`src/rtl/core/merge_sorter_defines.svh`:
```
// ----------------------------------------------------------------------------
// merge_sorter_defines.svh
// Assertion macros shared by the merge sorter RTL.
// ----------------------------------------------------------------------------
`ifndef MERGE_SORTER_DEFINES_SVH
`define MERGE_SORTER_DEFINES_SVH

// Same-cycle implication, disabled during reset.
`define MS_ASSERT_NOW(lbl, ante, cons, msg) \
  lbl: assert property (@(posedge clk_i) disable iff (!rst_ni) (ante) |-> (cons)) \
    else $error(msg);

// Next-cycle implication, disabled during reset.
`define MS_ASSERT_NEXT(lbl, ante, cons, msg) \
  lbl: assert property (@(posedge clk_i) disable iff (!rst_ni) (ante) |=> (cons)) \
    else $error(msg);

`endif

```
`src/rtl/core/ms_pkg.sv`:
```
// ----------------------------------------------------------------------------
// ms_pkg
// Shared types and constants of the merge sorter.
// ----------------------------------------------------------------------------
`timescale 1ns / 1ps

package ms_pkg;

  localparam int MAX_ITEMS = 64;
  localparam int ADDR_W    = $clog2(MAX_ITEMS);
  localparam int CNT_W     = $clog2(MAX_ITEMS + 1);
  localparam int WORD_W    = 32;

  typedef logic [ADDR_W-1:0]        addr_t;
  typedef logic [CNT_W-1:0]         cnt_t;
  typedef logic signed [WORD_W-1:0] word_t;

  localparam cnt_t MAX_CNT = cnt_t'(MAX_ITEMS);

  typedef struct packed {
    logic  en;
    addr_t addr;
    word_t data;
  } ram_wr_t;

endpackage

```
`src/rtl/core/ms_ram.sv`:
```
// ----------------------------------------------------------------------------
// ms_ram
// Element memory: one write port, two registered read ports.
// ----------------------------------------------------------------------------
`timescale 1ns / 1ps

module ms_ram (
  input  logic            clk_i,
  input  ms_pkg::ram_wr_t wr_i,
  input  ms_pkg::addr_t   raddr_a_i,
  input  ms_pkg::addr_t   raddr_b_i,
  output ms_pkg::word_t   rdata_a_o,
  output ms_pkg::word_t   rdata_b_o
);
  import ms_pkg::*;

  word_t mem [MAX_ITEMS];
  word_t rdata_a_q;
  word_t rdata_b_q;

  always_ff @(posedge clk_i) begin
    if (wr_i.en) begin
      mem[wr_i.addr] <= wr_i.data;
    end
    rdata_a_q <= mem[raddr_a_i];
    rdata_b_q <= mem[raddr_b_i];
  end

  assign rdata_a_o = rdata_a_q;
  assign rdata_b_o = rdata_b_q;

endmodule

```
`config.mk`:
```
export PLATFORM = sky130hd
export DESIGN_NAME = ms_ram
export DESIGN_NICKNAME = d
export VERILOG_FILES = /design/src/rtl/core/merge_sorter_defines.svh /design/src/rtl/core/ms_pkg.sv /design/src/rtl/core/ms_ram.sv
export SDC_FILE = /design/constraint.sdc
export NUM_CORES = 2
export LEC_CHECK = 0
export BUFFER_PORTS_ARGS = -buffer_cell sky130_fd_sc_hd__buf_4
export CORE_MARGIN = 1.5
export CORE_UTILIZATION = 57
export CTS_BUF_LIST = sky130_fd_sc_hd__clkbuf_16
export DETAILED_ROUTE_END_ITERATION = 10
export PLACE_DENSITY = 0.84
export SLEW_MARGIN = 20
export SYNTH_ARGS = -nofsm -noshare
export SYNTH_HDL_FRONTEND = slang
export SYNTH_SLANG_ARGS = --single-unit
```
`constraint.sdc`:
```
create_clock -name clk_i -period 3.7 [get_ports clk_i]
set_input_delay 0.74 -clock clk_i [delete_from_list [all_inputs] [get_ports clk_i]]
set_output_delay 0.74 -clock clk_i [all_outputs]
set_load 0.005 [all_outputs]
```
==> reports/results.ini <==
[outcome]
status = finished, final reports clean

[final_layout]
drive_above_1_share_pct = 39.7
mostFrequentLayoutCells = edfxtp_1 (2,048), mux4_2 (1,124), buf_4 (281)
layout_commonest_cell = edfxtp_1
finalInstanceArea_mm2 = 0.108
syn_to_final_growth_pct = 13.0
fillers = 9936
nNetsFinal = 4724

[clock_tree]
clock_path_buffers = 3
cts_tree = built
ctsResizeCount = 0
cts-root-buf = clkbuf_16
post_cts_buffers = 0
clk_transition_reported_paths_ns = 0.06
htree_levels = 4
cts_made_buffers = 204
ctsHoldBuffers = 0
cts_sinks = 2112
clock_latency_ns = 0.89

[global_routing]
grt_first_pass_wirelength_um = 422000
grt_overflow = 0
antenna_found_initial = 23
grt_pass1_vias = 57200
grtUsageTotal_pct = 35.7
grt_max_degree = 65

[synthesis]
yosysWarnings = 0
ys_types = 38
synth-edff-count = 2048
ys_ff_latch = 2112
synth_async_sr_flop_share_pct = 0
seq_area_frac_synth_pct = 65.6
syn-num-nets = 4464
avgSynthCellArea_um2 = 21.7
netlist_instances = 4412
ys.flop_type = edfxtp_1
netlist_area_mm2 = 0.0957

[setup_path]
rr_startpoint = mem[59][30]
cp.arrival_ns = 3.39
worstPathRequired_ns = 4.50
crit_path_end_kind = flip-flop
cp-startpoint = raddr_a_i[1]
startpoint_type = primary input
critical_path_class = primary input to flip-flop
cp_max_fo = 40

[placed_design]
postPlaceCellArea_mm2 = 0.102
place_hpwl_um = 164000
io_buffers = 115
gp_congestion = 0.870

[floorplan]
dieHeight_um = 413
fp-row-count = 150
ioPinCount = 116
dieWidth_um = 413
core_mm2 = 0.167
initial_core_util_pct = 57.3
die_area_mm2 = 0.170

[detailed_routing]
vias = 55800
routed_wl_um = 301000
ant_nets = 0
drcViolationCount = 0
wl_per_cell_um = 42.6
drt_pass1_iterations = 8
via_per_inst = 7.91
drtIter0Drc = 10100

[timing]
tightest_slew_ns = 1.24
final.setup.tns_ns = 0
max_freq_ghz = 0.385
fin_worst_skew_ns = 0.0266
hold_violations = 0
fin_crit_ns = 2.60
slew_headroom_pct = 16.9
rsz0062_at_grt = false
setup_violations = 0
slew_violations = 0
period_share_pct = 70.2

[power]
p_leak_uw = 0.0343
vdd_drop_max_v = 0.000538
p_per_area_mw_per_mm2 = 477

[run]
maxCapViolCount = 0

[worst_hold_path]
hp-start = raddr_a_i[4]
hp-class = primary input to flip-flop

through the flow:
step	total power, µW	utilization (%)	hold slack [ns]	setup slack [ns]	std cells
2_1_floorplan	29600	-	0.780	0.463	4412
3_3_place_gp	31400	60.9	0.815	0.375	6670
3_5_place_dp	31500	60.9	0.844	0.347	6670
4_1_cts	51400	64.8	0.250	1.20	7043
6_report	51600	64.8	0.305	1.10	7058
5_1_grt	52500	64.8	0.273	1.05	7050
worst paths after layout:
kind	to	cells past startpoint	slack, ns
setup / recovery	rdata_a_o[16]	8	1.10
setup reg to reg	rdata_b_o[30]	4	1.37
hold reg to reg	rdata_a_o[20]	4	0.90
hold / removal	rdata_a_o[17]	2	0.30
cell families after synthesis:
kind of cell	Yosys count	synth area share (%)
buffers and inverters	348	1.83
multiplexers	1364	29.0
AO/OA/AOI/OAI	340	2.39
AND/OR/NAND/NOR	248	1.13
flip-flops	2112	65.6
state kept, by name, summed over array words and instances, names as in the netlist:
name and cells:
rdata_a_o 32, mem 2048, rdata_b_o 32
critical path, cell delays in order:
cell	delay, ns
buf_8	0.41
buf_4	0.37
mux4_2	0.30
o22ai_1	0.13
a211oi_1	0.72
o22ai_1	0.21
a21oi_1	0.16
buf_4	0.20
synthesized netlist by cell type (all sizes together), types with 8 or more instances:
library cell     n  area, µm²
a211oi          15        113
a21oi           58        290
a221oi          13        114
a22oi           85        638
a32oi            9       78.8
buf            212       1240
clkbuf         135        507
dfxtp           64       1280
edfxtp        2048      61500
mux2            36        405
mux2i          204       2040
mux4          1124      25300
nand2           93        349
nand2b           8       50.1
nand3            9       45.0
nor2            94        353
nor2b           19        119
o211ai          27        203
o21ai           49        245
o221ai          16        140
o22ai           56        350
o32a             9       90.1
layer usage:
layer  track usage [%]  vias to the layer above  share of wire [%]
li1                  -                    20100                  -
met1              44.4                    28400                 30
met2              53.7                     5870                 46
met5                 0                        -              0.052
met4              22.3                       22                7.8
met3              12.9                     1440                 17
cell type report:
cell class | instances | area [µm²] | share of cell area, %
diodes | 15 | 37.5 | 0.0347
clock buffers | 205 | 5130 | 4.74
clock inverters | 168 | 1300 | 1.20
inverters | 1 | 3.75 | 0.00347
multi-input cells | 1952 | 31700 | 29.3
flip-flops and latches | 2112 | 62800 | 58.1
well taps | 2204 | 2760 | 2.55
repair buffers | 401 | 4470 | 4.14
where the power goes:
| group | switching (µW) | internal [µW] | total, µW |
|---|---|---|---|
| Clock | 9190 | 11200 | 20400 |
| Combinational | 2580 | 1940 | 4510 |
| Sequential | 192 | 26500 | 26700 |
| Total | 12000 | 39700 | 51600 |
Note: power is estimated with default switching activity, not from simulation.
